## src/rtl/core/sfr_pkg.sv

```systemverilog
// Shared types and constants for the stream find-and-replace block.
`default_nettype none

package sfr_pkg;

  localparam int PATTERN_MAX_DEF = 8;
  localparam int REPLACE_MAX_DEF = 8;
  localparam int BYTE_W          = 8;
  localparam int LEN_W           = 4;
  localparam int CFG_DATA_W      = 64;
  localparam int CFG_IDX_W       = 2;

  typedef enum logic [CFG_IDX_W-1:0] {
    CFG_PAT_LEN   = 2'd0,
    CFG_PAT_BYTES = 2'd1,
    CFG_REP_LEN   = 2'd2,
    CFG_REP_BYTES = 2'd3
  } cfg_reg_t;

  // Commands from the controller to the datapath.
  typedef struct packed {
    logic load;       // take the input word into the window
    logic gen_win;    // emit the oldest window byte and shift
    logic gen_rep;    // emit the current replacement byte
    logic clr_count;  // drop the window after a full match
    logic clr_idx;    // restart the replacement index
    logic tail;       // close the step: push held byte or end marker
  } cmd_t;

  // Status from the datapath to the controller.
  typedef struct packed {
    logic mismatch;   // window is not empty and not a pattern prefix
    logic full_match; // window holds as many bytes as the pattern
    logic fin;        // current word was the last of the text
    logic cnt_zero;   // window is empty
    logic rep_zero;   // replacement is empty
    logic rep_last;   // replacement index is on its last byte
    logic held_v;     // a byte waits in the hold register
    logic slot_ok;    // output register can take a word this cycle
  } sts_t;

endpackage

`default_nettype wire

```

## src/rtl/core/sfr_in_if.sv

```systemverilog
// Input channel: one text byte with its last-byte flag.
`default_nettype none

interface sfr_in_if;
  logic                         valid;
  logic                         ready;
  logic [sfr_pkg::BYTE_W-1:0]   text_byte;
  logic                         final_byte;

  modport source (output valid, text_byte, final_byte, input ready);
  modport sink   (input valid, text_byte, final_byte, output ready);
endinterface

`default_nettype wire

```

## src/rtl/core/sfr_out_if.sv

```systemverilog
// Result channel: one rewritten byte with its framing flags.
`default_nettype none

interface sfr_out_if;
  logic                         valid;
  logic                         ready;
  logic [sfr_pkg::BYTE_W-1:0]   out_byte;
  logic                         byte_present;
  logic                         run_last;
  logic                         text_end;

  modport source (output valid, out_byte, byte_present, run_last, text_end, input ready);
  modport sink   (input valid, out_byte, byte_present, run_last, text_end, output ready);
endinterface

`default_nettype wire

```

## src/rtl/core/sfr_ctrl.sv

```systemverilog
// Controller state machine for the stream find-and-replace block.
`default_nettype none

module sfr_ctrl (
  input  wire logic          clk,
  input  wire logic          rst_n,
  input  wire logic          in_valid,
  output logic               in_ready,
  input  wire sfr_pkg::sts_t sts,
  output sfr_pkg::cmd_t      cmd
);

  typedef enum logic [4:0] {
    S_IDLE  = 5'b00001,
    S_CHECK = 5'b00010,
    S_REPL  = 5'b00100,
    S_FLUSH = 5'b01000,
    S_TAIL  = 5'b10000
  } state_t;

  state_t state_r;
  state_t state_nxt;
  logic   can_gen;

  assign in_ready = (state_r == S_IDLE);
  // A new byte may be produced unless it would displace a held byte into a full output.
  assign can_gen  = !sts.held_v || sts.slot_ok;

  always_comb begin
    cmd       = '0;
    state_nxt = state_r;
    case (state_r)
      S_IDLE: begin
        if (in_valid) begin
          cmd.load  = 1'b1;
          state_nxt = S_CHECK;
        end
      end
      S_CHECK: begin
        if (sts.mismatch) begin
          if (can_gen) begin
            cmd.gen_win = 1'b1;
          end
        end else if (sts.full_match) begin
          cmd.clr_count = 1'b1;
          cmd.clr_idx   = 1'b1;
          state_nxt     = sts.rep_zero ? S_TAIL : S_REPL;
        end else if (sts.fin) begin
          state_nxt = S_FLUSH;
        end else begin
          state_nxt = S_TAIL;
        end
      end
      S_REPL: begin
        if (can_gen) begin
          cmd.gen_rep = 1'b1;
          if (sts.rep_last) begin
            state_nxt = S_TAIL;
          end
        end
      end
      S_FLUSH: begin
        if (sts.cnt_zero) begin
          state_nxt = S_TAIL;
        end else if (can_gen) begin
          cmd.gen_win = 1'b1;
        end
      end
      S_TAIL: begin
        if (sts.held_v || sts.fin) begin
          if (sts.slot_ok) begin
            cmd.tail  = 1'b1;
            state_nxt = S_IDLE;
          end
        end else begin
          state_nxt = S_IDLE;
        end
      end
      default: begin
        state_nxt = S_IDLE;
      end
    endcase
  end

  always_ff @(posedge clk) begin
    if (!rst_n) begin
      state_r <= S_IDLE;
    end else begin
      state_r <= state_nxt;
    end
  end

endmodule

`default_nettype wire

```

## src/rtl/core/sfr_dpath.sv

```systemverilog
// Datapath: configuration registers, pending window, hold and output registers.
`default_nettype none

module sfr_dpath #(
  parameter int PATTERN_MAX = sfr_pkg::PATTERN_MAX_DEF,
  parameter int REPLACE_MAX = sfr_pkg::REPLACE_MAX_DEF
) (
  input  wire logic                           clk,
  input  wire logic                           rst_n,
  input  wire sfr_pkg::cmd_t                  cmd,
  output sfr_pkg::sts_t                       sts,
  input  wire logic [sfr_pkg::BYTE_W-1:0]     in_text_byte,
  input  wire logic                           in_final_byte,
  input  wire logic                           cfg_we,
  input  wire logic [sfr_pkg::CFG_IDX_W-1:0]  cfg_index,
  input  wire logic [sfr_pkg::CFG_DATA_W-1:0] cfg_data,
  input  wire logic                           out_ready,
  output logic                                out_valid,
  output logic [sfr_pkg::BYTE_W-1:0]          out_byte,
  output logic                                out_byte_present,
  output logic                                out_run_last,
  output logic                                out_text_end
);

  localparam int CW  = $clog2(PATTERN_MAX + 1);
  localparam int RW  = $clog2(REPLACE_MAX + 1);
  localparam int RXW = RW + 3;

  logic [sfr_pkg::LEN_W-1:0]      pat_len_r;
  logic [sfr_pkg::CFG_DATA_W-1:0] pat_bytes_r;
  logic [sfr_pkg::LEN_W-1:0]      rep_len_r;
  logic [sfr_pkg::CFG_DATA_W-1:0] rep_bytes_r;

  logic [sfr_pkg::BYTE_W-1:0] win_r   [PATTERN_MAX];
  logic [sfr_pkg::BYTE_W-1:0] win_nxt [PATTERN_MAX];
  logic [CW-1:0]              count_r;
  logic [CW-1:0]              count_nxt;
  logic [CW-1:0]              wpos;
  logic                       fin_r;
  logic [RW-1:0]              rep_idx_r;
  logic [sfr_pkg::BYTE_W-1:0] held_r;
  logic                       held_v_r;

  logic                       out_v_r;
  logic [sfr_pkg::BYTE_W-1:0] out_byte_r;
  logic                       out_pres_r;
  logic                       out_last_r;
  logic                       out_end_r;

  logic [CW-1:0]              plen;
  logic [RW-1:0]              rlen;
  logic [PATTERN_MAX-1:0]     diff;
  logic [RXW-1:0]             rep_x;
  logic [sfr_pkg::BYTE_W-1:0] rep_byte;
  logic [sfr_pkg::BYTE_W-1:0] gen_byte;
  logic                       gen;
  logic                       push;

  // Effective lengths: empty pattern counts as one byte, both saturate at their maximum.
  always_comb begin
    if (pat_len_r == '0) begin
      plen = CW'(1);
    end else if (32'(pat_len_r) > PATTERN_MAX) begin
      plen = CW'(PATTERN_MAX);
    end else begin
      plen = CW'(pat_len_r);
    end
    if (32'(rep_len_r) > REPLACE_MAX) begin
      rlen = RW'(REPLACE_MAX);
    end else begin
      rlen = RW'(rep_len_r);
    end
  end

  // Per-entry compare against the pattern; bytes past the register read as zero.
  for (genvar g = 0; g < PATTERN_MAX; g++) begin : g_cmp
    logic [sfr_pkg::BYTE_W-1:0] pb;
    if (g < 8) begin : g_in
      assign pb = pat_bytes_r[8*g +: 8];
    end else begin : g_out
      assign pb = '0;
    end
    assign diff[g] = (32'(count_r) > g) && (win_r[g] != pb);
  end

  assign rep_x    = RXW'(rep_idx_r);
  assign rep_byte = (rep_x < RXW'(8)) ? rep_bytes_r[{rep_x[2:0], 3'b000} +: 8] : '0;
  assign gen_byte = cmd.gen_rep ? rep_byte : win_r[0];
  assign gen      = cmd.gen_win || cmd.gen_rep;
  assign push     = (gen && held_v_r) || cmd.tail;

  assign wpos = (32'(count_r) >= PATTERN_MAX) ? CW'(PATTERN_MAX - 1) : count_r;

  always_comb begin
    win_nxt   = win_r;
    count_nxt = count_r;
    if (cmd.load) begin
      for (int i = 0; i < PATTERN_MAX; i++) begin
        if (32'(wpos) == i) begin
          win_nxt[i] = in_text_byte;
        end
      end
      count_nxt = wpos + CW'(1);
    end else if (cmd.gen_win) begin
      for (int i = 0; i < PATTERN_MAX - 1; i++) begin
        win_nxt[i] = win_r[i+1];
      end
      count_nxt = count_r - CW'(1);
    end else if (cmd.clr_count) begin
      count_nxt = '0;
    end
  end

  always_ff @(posedge clk) begin
    win_r <= win_nxt;
    if (cmd.load) begin
      fin_r <= in_final_byte;
    end
    if (gen) begin
      held_r <= gen_byte;
    end
  end

  always_ff @(posedge clk) begin
    if (!rst_n) begin
      count_r   <= '0;
      rep_idx_r <= '0;
      held_v_r  <= 1'b0;
    end else begin
      count_r <= count_nxt;
      if (cmd.clr_idx) begin
        rep_idx_r <= '0;
      end else if (cmd.gen_rep) begin
        rep_idx_r <= rep_idx_r + RW'(1);
      end
      if (gen) begin
        held_v_r <= 1'b1;
      end else if (cmd.tail) begin
        held_v_r <= 1'b0;
      end
    end
  end

  // Configuration registers.
  always_ff @(posedge clk) begin
    if (!rst_n) begin
      pat_len_r   <= sfr_pkg::LEN_W'(1);
      pat_bytes_r <= '0;
      rep_len_r   <= '0;
      rep_bytes_r <= '0;
    end else if (cfg_we) begin
      case (cfg_index)
        sfr_pkg::CFG_PAT_LEN:   pat_len_r   <= cfg_data[sfr_pkg::LEN_W-1:0];
        sfr_pkg::CFG_PAT_BYTES: pat_bytes_r <= cfg_data;
        sfr_pkg::CFG_REP_LEN:   rep_len_r   <= cfg_data[sfr_pkg::LEN_W-1:0];
        sfr_pkg::CFG_REP_BYTES: rep_bytes_r <= cfg_data;
        default: begin
        end
      endcase
    end
  end

  // Output register: a held byte moves out once the next byte or the step end is known.
  always_ff @(posedge clk) begin
    if (!rst_n) begin
      out_v_r <= 1'b0;
    end else if (push) begin
      out_v_r <= 1'b1;
    end else if (out_ready) begin
      out_v_r <= 1'b0;
    end
  end

  always_ff @(posedge clk) begin
    if (push) begin
      if (cmd.tail && !held_v_r) begin
        out_byte_r <= '0;
        out_pres_r <= 1'b0;
        out_last_r <= 1'b1;
        out_end_r  <= 1'b1;
      end else begin
        out_byte_r <= held_r;
        out_pres_r <= 1'b1;
        out_last_r <= cmd.tail;
        out_end_r  <= cmd.tail && fin_r;
      end
    end
  end

  assign sts.mismatch   = (count_r != '0) && ((count_r > plen) || (|diff));
  assign sts.full_match = (count_r == plen);
  assign sts.fin        = fin_r;
  assign sts.cnt_zero   = (count_r == '0);
  assign sts.rep_zero   = (rlen == '0);
  assign sts.rep_last   = ((32'(rep_idx_r) + 1) == 32'(rlen));
  assign sts.held_v     = held_v_r;
  assign sts.slot_ok    = !out_v_r || out_ready;

  assign out_valid        = out_v_r;
  assign out_byte         = out_byte_r;
  assign out_byte_present = out_pres_r;
  assign out_run_last     = out_last_r;
  assign out_text_end     = out_end_r;

endmodule

`default_nettype wire

```

## src/rtl/core/stream_find_replace.sv

```systemverilog
// Top level of the streaming find-and-replace block.
// Flow: a text byte is accepted only while the controller is idle; the window check,
//   replacement and, for a byte that ends the text, a flush follow, and the next byte
//   is not taken until the step has closed, output stalls included.
// Throughput is set by the controller loop, which produces one output byte per cycle unless the output stalls.
// Reset: synchronous active-low rst_n empties the window and output, restores the registers.
`default_nettype none

module stream_find_replace #(
  parameter int PATTERN_MAX = sfr_pkg::PATTERN_MAX_DEF,
  parameter int REPLACE_MAX = sfr_pkg::REPLACE_MAX_DEF
) (
  input  wire logic                           clk,
  input  wire logic                           rst_n,
  sfr_in_if.sink                              in_s,
  sfr_out_if.source                           out_s,
  input  wire logic                           cfg_we,
  input  wire logic [sfr_pkg::CFG_IDX_W-1:0]  cfg_index,
  input  wire logic [sfr_pkg::CFG_DATA_W-1:0] cfg_data
);

  // Controller and datapath talk only through these two bundles.
  sfr_pkg::cmd_t cmd;
  sfr_pkg::sts_t sts;

  // Controller: accept a word, then walk the window check, replacement and flush, one emitted
  // byte per cycle unless the output stalls; steps close with the held byte, if any, or a marker at text end.
  sfr_ctrl u_ctrl (
    .clk      (clk),
    .rst_n    (rst_n),
    .in_valid (in_s.valid),
    .in_ready (in_s.ready),
    .sts      (sts),
    .cmd      (cmd)
  );

  // Datapath: hold the pending window and configuration, compare the window to the
  // pattern in parallel, and drive the registered output word.
  sfr_dpath #(
    .PATTERN_MAX (PATTERN_MAX),
    .REPLACE_MAX (REPLACE_MAX)
  ) u_dpath (
    .clk              (clk),
    .rst_n            (rst_n),
    .cmd              (cmd),
    .sts              (sts),
    .in_text_byte     (in_s.text_byte),
    .in_final_byte    (in_s.final_byte),
    .cfg_we           (cfg_we),
    .cfg_index        (cfg_index),
    .cfg_data         (cfg_data),
    .out_ready        (out_s.ready),
    .out_valid        (out_s.valid),
    .out_byte         (out_s.out_byte),
    .out_byte_present (out_s.byte_present),
    .out_run_last     (out_s.run_last),
    .out_text_end     (out_s.text_end)
  );

endmodule

`default_nettype wire

```

## src/flat_wrapper.sv

```systemverilog
// flat-port wrapper written by rule: the top's interface ports become plain ports
module stream_find_replace_flat 
#(
  parameter int PATTERN_MAX = sfr_pkg::PATTERN_MAX_DEF,
  parameter int REPLACE_MAX = sfr_pkg::REPLACE_MAX_DEF
)
  (clk, rst_n, cfg_we, cfg_index, cfg_data, in_s_valid, in_s_text_byte, in_s_final_byte, in_s_ready, out_s_valid, out_s_out_byte, out_s_byte_present, out_s_run_last, out_s_text_end, out_s_ready);
  sfr_in_if in_s_i ();
  sfr_out_if out_s_i ();
  input  wire logic clk;
  input  wire logic rst_n;
  input  wire logic cfg_we;
  input  wire logic [sfr_pkg::CFG_IDX_W-1:0] cfg_index;
  input  wire logic [sfr_pkg::CFG_DATA_W-1:0] cfg_data;
  input wire logic [$bits(in_s_i.valid)-1:0] in_s_valid;
  input wire logic [$bits(in_s_i.text_byte)-1:0] in_s_text_byte;
  input wire logic [$bits(in_s_i.final_byte)-1:0] in_s_final_byte;
  output wire logic [$bits(in_s_i.ready)-1:0] in_s_ready;
  output wire logic [$bits(out_s_i.valid)-1:0] out_s_valid;
  output wire logic [$bits(out_s_i.out_byte)-1:0] out_s_out_byte;
  output wire logic [$bits(out_s_i.byte_present)-1:0] out_s_byte_present;
  output wire logic [$bits(out_s_i.run_last)-1:0] out_s_run_last;
  output wire logic [$bits(out_s_i.text_end)-1:0] out_s_text_end;
  input wire logic [$bits(out_s_i.ready)-1:0] out_s_ready;
  assign in_s_i.valid = in_s_valid;
  assign in_s_i.text_byte = in_s_text_byte;
  assign in_s_i.final_byte = in_s_final_byte;
  assign in_s_ready = in_s_i.ready;
  assign out_s_valid = out_s_i.valid;
  assign out_s_out_byte = out_s_i.out_byte;
  assign out_s_byte_present = out_s_i.byte_present;
  assign out_s_run_last = out_s_i.run_last;
  assign out_s_text_end = out_s_i.text_end;
  assign out_s_i.ready = out_s_ready;
  stream_find_replace #(.PATTERN_MAX(PATTERN_MAX), .REPLACE_MAX(REPLACE_MAX)) u_core (.clk(clk), .rst_n(rst_n), .in_s(in_s_i), .out_s(out_s_i), .cfg_we(cfg_we), .cfg_index(cfg_index), .cfg_data(cfg_data));
endmodule
```

## config.mk

```make
export PLATFORM = sky130hd
export DESIGN_NAME = stream_find_replace_flat
export DESIGN_NICKNAME = d
export VERILOG_FILES = /design/src/rtl/core/sfr_pkg.sv /design/src/rtl/core/sfr_in_if.sv /design/src/rtl/core/sfr_out_if.sv /design/src/rtl/core/sfr_ctrl.sv /design/src/rtl/core/sfr_dpath.sv /design/src/rtl/core/stream_find_replace.sv /design/src/flat_wrapper.sv
export SDC_FILE = /design/constraint.sdc
export NUM_CORES = 1
export LEC_CHECK = 0
export BUFFER_PORTS_ARGS = -buffer_cell sky130_fd_sc_hd__buf_2
export CAP_MARGIN = 20
export CELL_PAD_IN_SITES_DETAIL_PLACEMENT = 1
export CELL_PAD_IN_SITES_GLOBAL_PLACEMENT = 2
export CORE_MARGIN = 2
export CORE_UTILIZATION = 42
export CTS_BUF_LIST = sky130_fd_sc_hd__clkbuf_4 sky130_fd_sc_hd__clkbuf_8
export DETAILED_ROUTE_END_ITERATION = 6
export HOLD_SLACK_MARGIN = 0.06
export PLACE_DENSITY_LB_ADDON = 0.1
export SLEW_MARGIN = 5
export SYNTH_ARGS = -nofsm -noshare
export SYNTH_HDL_FRONTEND = slang
export SYNTH_HIERARCHICAL = 1
export SYNTH_SLANG_ARGS = --single-unit
```

## constraint.sdc

```tcl
create_clock -name clk -period 5.45 [get_ports clk]
set_input_delay 0.8175 -clock clk [delete_from_list [all_inputs] [get_ports clk]]
set_output_delay 0.8175 -clock clk [all_outputs]
set_load 0.1 [all_outputs]
```

==> results.md, run 1 <==
- STA puts the critical path data arrival time at 4.14 ns.
- Setup total negative slack on the finished layout was measured at 0 ns.
- The average routed wire per standard cell is 20.27 um.
- At the end of routability-driven placement, the weighted congestion stood at 0.8276.
- The time the final worst path needs with I/O delays and setup is 3.930 ns.
- The worst pin sits at a relative slew slack of 0.3470.
- The proportion of register bits with asynchronous set or reset after synthesis is 0.
- The min-delay analysis places its worst path in the category reg -> reg.
- The run finished with clean final reports.
- The category of the most critical setup path is reg -> reg.
- The number of clock buffers added by TritonCTS is 43.
- The buffer depth of the longest clock path is 3.
- The number of violations of the max-capacitance limit is 0.
- The slowest cell on the critical path is sky130_fd_sc_hd__nor2b_1.
- The delay of the slowest critical-path stage is 0.77 ns.
- The height of the die is 164.2 um.
- Traced cell by cell, the critical path runs through inv_1 -> ha_1 -> and4_1 -> a21oi_1 -> a2111o_1 -> nor4_1 -> nor3_1 -> a21oi_1 -> nor2_1 -> nor2b_1 -> a31o_2.
- The maximum net fanout on the critical path is 9.
- The half-perimeter wire length after placement is 23110 um.
- The clock tree from TritonCTS is built.
- The net count after synthesis is 1220.
- In this run the post-CTS setup repair buffer count came out at 0.
- The count of placed standard cells including taps is 1492.
- In this run the static leakage power is 0.004555 uW.
- The number of clock sinks seen by CTS is 235.
- The endpoint kind of the worst setup timing path is a flop.
- Between clock sinks in the finished design, the worst skew comes to 0.02457 ns.
- The number of antenna violations at the first check in global routing is 1.
- Yosys mapped a number of flops with a built-in enable equal to 84.
- The share of layout cells above drive strength 1 is 0.1731.
- The number of top-level pins is 93.
- At the end of the flow, the number of nets in the layout was 1301.
- The total routing usage reported by global routing is 0.2397.
- The count of distinct cell types in the synthesized netlist is 55.
- The number of standard cells in the layout, taps in and fillers out is 1572.
- In the routed design, unresolved DRC markers number 0.
- Of the synthesized area, sequential elements account for 0.5145.
- For the worst-skew pair, the clock arrives at the later sink with an insertion delay of 0.54 ns.
- Yosys printed 6 warnings.
- The diode insertion count for antenna repair is 0.
- The worst-case vdd ir drop is 200.0 uV.
- Of the post-synthesis cell area, the dominant cell type holds 0.2805.
- The total routed wirelength is 31870 um.
- The clock-pin transition on the worst setup and hold timing paths is 0.06 ns.
- By area the synthesized netlist is led by sky130_fd_sc_hd__dfxtp_1, sky130_fd_sc_hd__edfxtp_1, sky130_fd_sc_hd__nand2_1.
- The DRC violation total after the first TritonRoute iteration is 512.
- The die is 164.2 um wide.
- The first global-routing pass estimated 48580 um of wire.
- The iteration count of the initial detailed-routing pass is 5.
- The family with the most delay on the worst path is simple AND/OR/NAND/NOR gates.
- The sum of buffers and inverters on the critical path is 1.
- The floorplan step defined a die boundary enclosing 26960 um^2.
- For the worst setup path, the data required time is 5.66 ns.
- The final worst-path cycle share is 0.7211.
- The maximum number of pins on one net before global-route repair is 90.
- The achievable frequency is 254.4 MHz.
- For the pin with the worst max-slew slack, the measured transition is 0.9659 ns.
- The instance count of the mapped netlist is 1126.
- The number of cell rows is 58.
- Across all layers, the routed design uses 8115 vias.
- Once layout is complete, the utilization of the core stands at 0.4910.
- Setup violations remaining at the end of the flow were counted as 0.
- The total count of max-transition violations in the final report is 0.
- The worst setup path is launched from a flop.
- The synthesized area divided by synthesized cell count is 9.572 um^2.
- Power spread over the standard cell area amounts to 326.8 nW/um^2.
- The placeable core region is 25180 um^2.
- The mapped netlist covers 10780 um^2.
- The number of global-route vias before repair is 8281.
- The synthesis-to-layout area growth is 14.72%.
- Port buffering added 92 buffers.
- Among all flip-flop cells after synthesis, the most frequent one is sky130_fd_sc_hd__dfxtp_1.
- The effective utilization at floorplan is 0.4280.
- Among the stages of the critical path, the cell type that occurs most often is sky130_fd_sc_hd__a21oi_1.
- In this run, post-CTS repair resized a total of 0 instances.
- CTS placed an instance of sky130_fd_sc_hd__clkbuf_8 at the clock tree root.
- Hold repair after CTS inserted 0 buffers.
- Setup repair after global routing left no endpoint under its margin.
- For this run the aggregate overflow at the end of global routing stands at 0.
- The mean number of vias per cell is 5.162.
- The antenna violation net count after detailed routing is 0.
- The synthesized design contains 235 register bits.
- The H-tree depth reported by CTS is 2.
- Summed over all instances, the cell type with the most area after synthesis is sky130_fd_sc_hd__dfxtp_1.
- The final count of hold timing violations is 0.
==> worst paths after layout <==
| check | startpoint | endpoint | slack [ns] | depth (start not counted) |
|---|---|---|---|---|
| setup / recovery | u_core/u_dpath/count_r[0] | u_core/u_dpath/win_r[41] | 1.52 | 11 |
| hold / removal | u_core/u_dpath/rep_bytes_r[8] | u_core/u_dpath/rep_bytes_r[8] | 0.46 | 2 |
| setup reg to reg | u_core/u_dpath/count_r[0] | u_core/u_dpath/win_r[41] | 1.52 | 11 |
| hold reg to reg | u_core/u_dpath/rep_bytes_r[8] | u_core/u_dpath/rep_bytes_r[8] | 0.46 | 2 |
==> metrics by stage <==
stage | hold slack (ns) | power (uW) | setup WS [ns] | cell area, um^2
after floorplan | 0.4402 | 2209 | 2.324 | 10780
after global placement | 0.4498 | 2360 | 1.816 | 11470
after detailed placement | 0.4583 | 2367 | 1.617 | 11470
after CTS | 0.4444 | 4086 | 1.590 | 12360
after global routing | 0.4469 | 4213 | 1.288 | 12360
final | 0.4617 | 4041 | 1.520 | 12360
==> cells in the mapped netlist, types with 5 or more instances <==
cell and n:
sky130_fd_sc_hd__nand2_1 281, sky130_fd_sc_hd__dfxtp_1 151, sky130_fd_sc_hd__a21boi_0 131, sky130_fd_sc_hd__edfxtp_1 84, sky130_fd_sc_hd__inv_1 81, sky130_fd_sc_hd__o21ai_0 65, sky130_fd_sc_hd__xnor2_1 51, sky130_fd_sc_hd__clkbuf_1 48
sky130_fd_sc_hd__nor2_1 21, sky130_fd_sc_hd__xor2_1 19, sky130_fd_sc_hd__mux2i_1 18, sky130_fd_sc_hd__mux4_2 16, sky130_fd_sc_hd__ha_1 14, sky130_fd_sc_hd__a21oi_1 13, sky130_fd_sc_hd__and2_1 13, sky130_fd_sc_hd__nand4_1 13
sky130_fd_sc_hd__nor2b_1 13, sky130_fd_sc_hd__o22ai_1 10, sky130_fd_sc_hd__buf_1 8, sky130_fd_sc_hd__a31o_2 7, sky130_fd_sc_hd__nor4_1 7, sky130_fd_sc_hd__buf_2 6, sky130_fd_sc_hd__nand3_1 6, sky130_fd_sc_hd__nand2b_1 5
==> sequential cells by signal, summed over array words and instances, names as in the netlist <==
register,cells
u_core/u_dpath/rep_bytes_r,64
u_core/u_dpath/fin_r,1
u_core/u_dpath/pat_bytes_r,64
u_core/u_dpath/out_byte,8
u_core/u_dpath/held_v_r,1
u_core/u_dpath/held_r,8
u_core/u_dpath/pat_len_r,4
u_core/u_dpath/out_run_last,1
u_core/u_dpath/count_r,4
u_core/u_dpath/rep_len_r,4
u_core/u_dpath/rep_idx_r,4
u_core/u_ctrl/state_r,5
u_core/u_dpath/out_valid,1
u_core/u_dpath/out_text_end,1
u_core/u_dpath/out_byte_present,1
u_core/u_dpath/win_r,64
==> metal layers <==
metal	up-vias	wire length, um	part of all wire	track usage
met5	-	11	0.00035	0
met4	2	725	0.023	0.06898
met3	57	1288	0.040	0.04394
met2	151	14760	0.46	0.3828
met1	3940	15080	0.47	0.3326
li1	3965	-	-	-
==> worst min-delay path: stages, from the launching register on <==
cell and delay (ns):
sky130_fd_sc_hd__dfxtp_1 0.31, sky130_fd_sc_hd__nand2_1 0.05, sky130_fd_sc_hd__a21boi_0 0.06
==> power by group <==
| part | switching (uW) | leakage [uW] | internal, uW |
|---|---|---|---|
| combinational | 251 | 0.00210 | 140 |
| sequential | 47.2 | 0.00199 | 1890 |
| clock | 734 | 0.000468 | 975 |
==> layout make-up <==
type / count / area (um^2)
sequential: 235 / 5545
tap: 330 / 412.9
timing repair buffer: 101 / 530.5
fill: 2881 / 12820
inverter: 81 / 304.0
multi-input combinational: 745 / 4681
clock inverter: 16 / 103.9
clock buffer: 64 / 787.0
==> cells by family (layout without fill, tap and decap cells) <==
kind of cell | after synthesis | count (layout) | share of synthesized area
buffers and inverters | 146 | 262 | 0.05259
flip-flops | 235 | 235 | 0.5145
multiplexers | 34 | 34 | 0.05015
XOR/XNOR | 70 | 70 | 0.05688
AND/OR/NAND/NOR | 386 | 386 | 0.1592
adder cells (fa/ha/maj) | 14 | 14 | 0.01625
AO/OA/AOI/OAI | 241 | 241 | 0.1505
==> cell usage in the layout (no fill, tap or decap), types with 12 or more instances in the layout <==
master,Yosys,layout
sky130_fd_sc_hd__nand2_1,281,281
sky130_fd_sc_hd__xnor2_1,51,51
sky130_fd_sc_hd__nor2_1,21,20
sky130_fd_sc_hd__edfxtp_1,84,84
sky130_fd_sc_hd__nor2b_1,13,13
sky130_fd_sc_hd__clkbuf_8,0,49
sky130_fd_sc_hd__clkbuf_4,0,15
sky130_fd_sc_hd__and2_1,13,12
sky130_fd_sc_hd__o21ai_0,65,65
sky130_fd_sc_hd__xor2_1,19,19
sky130_fd_sc_hd__a21boi_0,131,131
sky130_fd_sc_hd__mux2i_1,18,18
sky130_fd_sc_hd__mux4_2,16,16
sky130_fd_sc_hd__dfxtp_1,151,151
sky130_fd_sc_hd__nand4_1,13,13
sky130_fd_sc_hd__inv_1,81,81
sky130_fd_sc_hd__ha_1,14,14
sky130_fd_sc_hd__buf_2,6,91
sky130_fd_sc_hd__a21oi_1,13,13
No activity file was read; power rests on OpenSTA's default activity.
==> run 2, diff against run 1 <==
--- a/config.mk
+++ b/config.mk
@@ -10,7 +10,7 @@
 export CELL_PAD_IN_SITES_DETAIL_PLACEMENT = 1
 export CELL_PAD_IN_SITES_GLOBAL_PLACEMENT = 2
 export CORE_MARGIN = 2
-export CORE_UTILIZATION = 42
+export CORE_UTILIZATION = 36
 export CTS_BUF_LIST = sky130_fd_sc_hd__clkbuf_4 sky130_fd_sc_hd__clkbuf_8
 export DETAILED_ROUTE_END_ITERATION = 6
 export HOLD_SLACK_MARGIN = 0.06
==> constraint.sdc (replaced) <==
create_clock -name clk -period 3.2 [get_ports clk]
set_input_delay 0.48 -clock clk [delete_from_list [all_inputs] [get_ports clk]]
set_output_delay 0.48 -clock clk [all_outputs]
set_load 0.1 [all_outputs]
==> run 2 against run 1 <==
  * Sequential share of layout area shrank 0.79 points
  * Setup slack got worse by 1.3 ns
  * Global-route usage down 2.5 points
  * Power increased by 68%
  * Critical path type unchanged
==> results.md, run 2 (same netlist as run 1, synthesis figures left out) <==
- The total routed wirelength is 33130 um (+4.0%).
- The placeable core region is 29560 um^2 (+17%).
- The maximum net fanout on the critical path is 8 (-1).
- The pin slew with the least headroom to its limit is 0.7150 ns (-0.2509 ns).
- The buffer depth of the longest clock path is 3 (unchanged).
- In the layout the commonest cells are sky130_fd_sc_hd__nand2_1, sky130_fd_sc_hd__dfxtp_1, sky130_fd_sc_hd__a21boi_0.
- The number of cell rows was 63 (+8.6%).
- The first-pass GRT wire length is 50580 um (+4.1%).
- The effective utilization at floorplan was 0.3646 (-0.06339).
- The tree is rooted in a sky130_fd_sc_hd__clkbuf_8.
- The setup path with the least slack is of type reg -> reg.
- The final worst-path cycle share is 0.9328 (+0.2116).
- The clock tree from TritonCTS is built.
- Setup repair after global routing left no endpoint under its margin.
- The worst clock skew came to 0.01074 ns (-0.01383 ns).
- The required time of the critical path came to 3.43 ns (-2.23 ns).
- The most frequent standard cell in the layout excluding fill and tap cells is sky130_fd_sc_hd__nand2_1.
- The total routing usage reported by global routing is 0.2149 (-0.02476).
- The height of the die is 177.0 um (+7.8%).
- The DRC violation total after the first TritonRoute iteration is 508 (-0.78%).
- The number of violations of the max-capacitance limit is 0 (unchanged).
- The part of the total power dissipated in the clock network came to 0.409 (-0.014).
- The clock-pin transition on the worst setup and hold timing paths is 0.06 ns (about the same).
- The remaining global-route overflow is 0 (unchanged).
- The number of global-route vias before repair is 8362 (+0.98%).
- The number of filler cells placed in the layout came to 3425 (+19%).
- The average routed wire per standard cell was 20.06 um (-1.0%).
- The area of combinational cells with multiple inputs is 4702 um^2 (+0.45%).
- The post-route total power is 6780 uW (+68%).
- The relative contribution of sequential cells to total power is 0.488 (+0.008).
- The achievable frequency came to 335.0 MHz (+32%).
- The iteration count of the initial detailed-routing pass is 4 (-1).
- The critical path arrival is 3.21 ns (-0.93 ns).
- The number of vias in the routed layout is 8095 (-0.25%).
- STA classifies the critical path startpoint as a flop.
- The remaining design rule violation count is 0 (unchanged).
- The total count of max-transition violations in the final report is 0 (unchanged).
- The largest registers in the layout are u_core/u_dpath/pat_bytes_r: 64 flops, u_core/u_dpath/rep_bytes_r: 64 flops, u_core/u_dpath/win_r: 64 flops.
- The worst-case vdd ir drop came to 253.0 uV (+27%).
- The floorplan die area is 31340 um^2 (+16%).
- The post-cts hold buffer count is 0 (unchanged).
- The switching power is 1785 uW (+73%).
- The register area is 5545 um^2 (unchanged).
- The final setup violation count is 0 (unchanged).
- The worst hold slack is 0.1286 ns (-0.3331 ns).
- The number of port buffers is 92 (unchanged).
- The final count of hold timing violations is 0 (unchanged).
- The number of antenna violations at the first check in global routing is 0 (-1).
- The net count of the finished layout was 1325 (+1.8%).
- The number of top-level pins is 93 (unchanged).
- The leakage power is 0.004648 uW (+2.0%).
- The worst hold-check path type is in -> reg.
- The placer's final routability congestion estimate is 0.7987 (-3.5%).
- The half-perimeter wire length after placement is 24270 um (+5.0%).
- The switching share of total power came to 0.2633 (+0.007830).
- The power per cell area came to 538.6 nW/um^2 (+65%).
- The mean number of vias per cell is 4.903 (-5.0%).
- The worst relative slew slack is 0.5228 (+0.1758).
- The combinational share of power is 0.103 (+0.006).
- The share of layout cells above drive strength 1 came to 0.1872 (+0.01405).
- The endpoint kind of the worst setup timing path is a flop.
- The internal power is 4995 uW (+66%).
- The number of setup buffers added after CTS came to 0 (unchanged).
- The run finished with clean final reports.
- The horizontal extent of the die was 177.0 um (+7.8%).
- The clock latency on the worst-skew pair is 0.54 ns (about the same).
- The number of clock sinks seen by CTS is 235 (unchanged).
- From synthesis to final layout, the design area changed by 16.79%.
- The H-tree depth reported by CTS is 2 (unchanged).
- The diode insertion count for antenna repair is 0 (unchanged).
- The number of CTS-inserted buffers is 44 (+2.3%).
- The maximum number of pins on one net before global-route repair is 63 (-30%).
- The antenna violation net count after detailed routing is 0 (unchanged).
- The time the final worst path needs with I/O delays and setup is 2.985 ns (-0.9453 ns).
## run 2: area by class of cell
class | instances | area share
well taps | 390 | 0.03877
flip-flops and latches | 235 | 0.4406
clock buffers | 59 | 0.05954
multi-input cells | 745 | 0.3736
inverters | 81 | 0.02416
clock inverters | 17 | 0.005567
repair buffers | 124 | 0.05785
## run 2: through the flow
stage               TNS [ns]  setup WS [ns]  std cells  instance area [um^2]    util
CTS                        0        0.02171       1651                 12580  0.4255
floorplan                  0        0.07375       1126                 10780       -
global placement           0        0.05859       1575                 11750  0.3974
finish                     0         0.2151       1651                 12590  0.4258
global route               0        0.01042       1651                 12590  0.4258
detailed placement    -1.957       -0.08315       1575                 11750  0.3974
## run 2: critical path, stage by stage (launching register included)
cell	delay, ns
sky130_fd_sc_hd__dfxtp_1	0.32
sky130_fd_sc_hd__nor2_1	0.11
sky130_fd_sc_hd__nor2_1	0.05
sky130_fd_sc_hd__nor2_1	0.11
sky130_fd_sc_hd__ha_1	0.24
sky130_fd_sc_hd__and4_1	0.21
sky130_fd_sc_hd__a21oi_1	0.16
sky130_fd_sc_hd__a2111o_1	0.15
sky130_fd_sc_hd__nor4_2	0.05
sky130_fd_sc_hd__nor3_2	0.32
sky130_fd_sc_hd__a21oi_2	0.12
sky130_fd_sc_hd__nor2_2	0.21
sky130_fd_sc_hd__nor2b_1	0.21
sky130_fd_sc_hd__buf_4	0.17
sky130_fd_sc_hd__a31o_2	0.24
## run 2: power groups by stage
stage / combinational [uW] / sequential, uW / clock [uW]
4_1_cts: 706 / 3310 / 2870
5_1_grt: 777 / 3320 / 3020
3_3_place_gp: 693 / 3370 / 0
3_5_place_dp: 698 / 3370 / 0
6_report: 700 / 3310 / 2770
2_1_floorplan: 424 / 3340 / 0
## run 2: layer usage
metal	wire length, um	global-route usage	up-vias
met4	601	0.05303	0
met5	0	0	-
met1	16470	0.3123	3924
met3	1091	0.02857	48
li1	-	-	4002
met2	14960	0.3377	121
## run 2: timing repair
action,4_1_cts,5_1_grt
pin swaps,0,2
endpoints found under the hold margin,0,0
resized for setup,3,3
endpoints found under the setup margin,67,71
## run 2: final timing paths
check | from | end | slack (ns) | cells after the start
max | u_core/u_dpath/pat_len_r[1] | u_core/u_dpath/win_r[47] | 0.22 | 14
min | in_s_text_byte[2] | u_core/u_dpath/win_r[2] | 0.13 | 1
max reg2reg | u_core/u_dpath/pat_len_r[1] | u_core/u_dpath/win_r[47] | 0.22 | 14
min reg2reg | u_core/u_dpath/rep_bytes_r[28] | u_core/u_dpath/rep_bytes_r[28] | 0.46 | 2
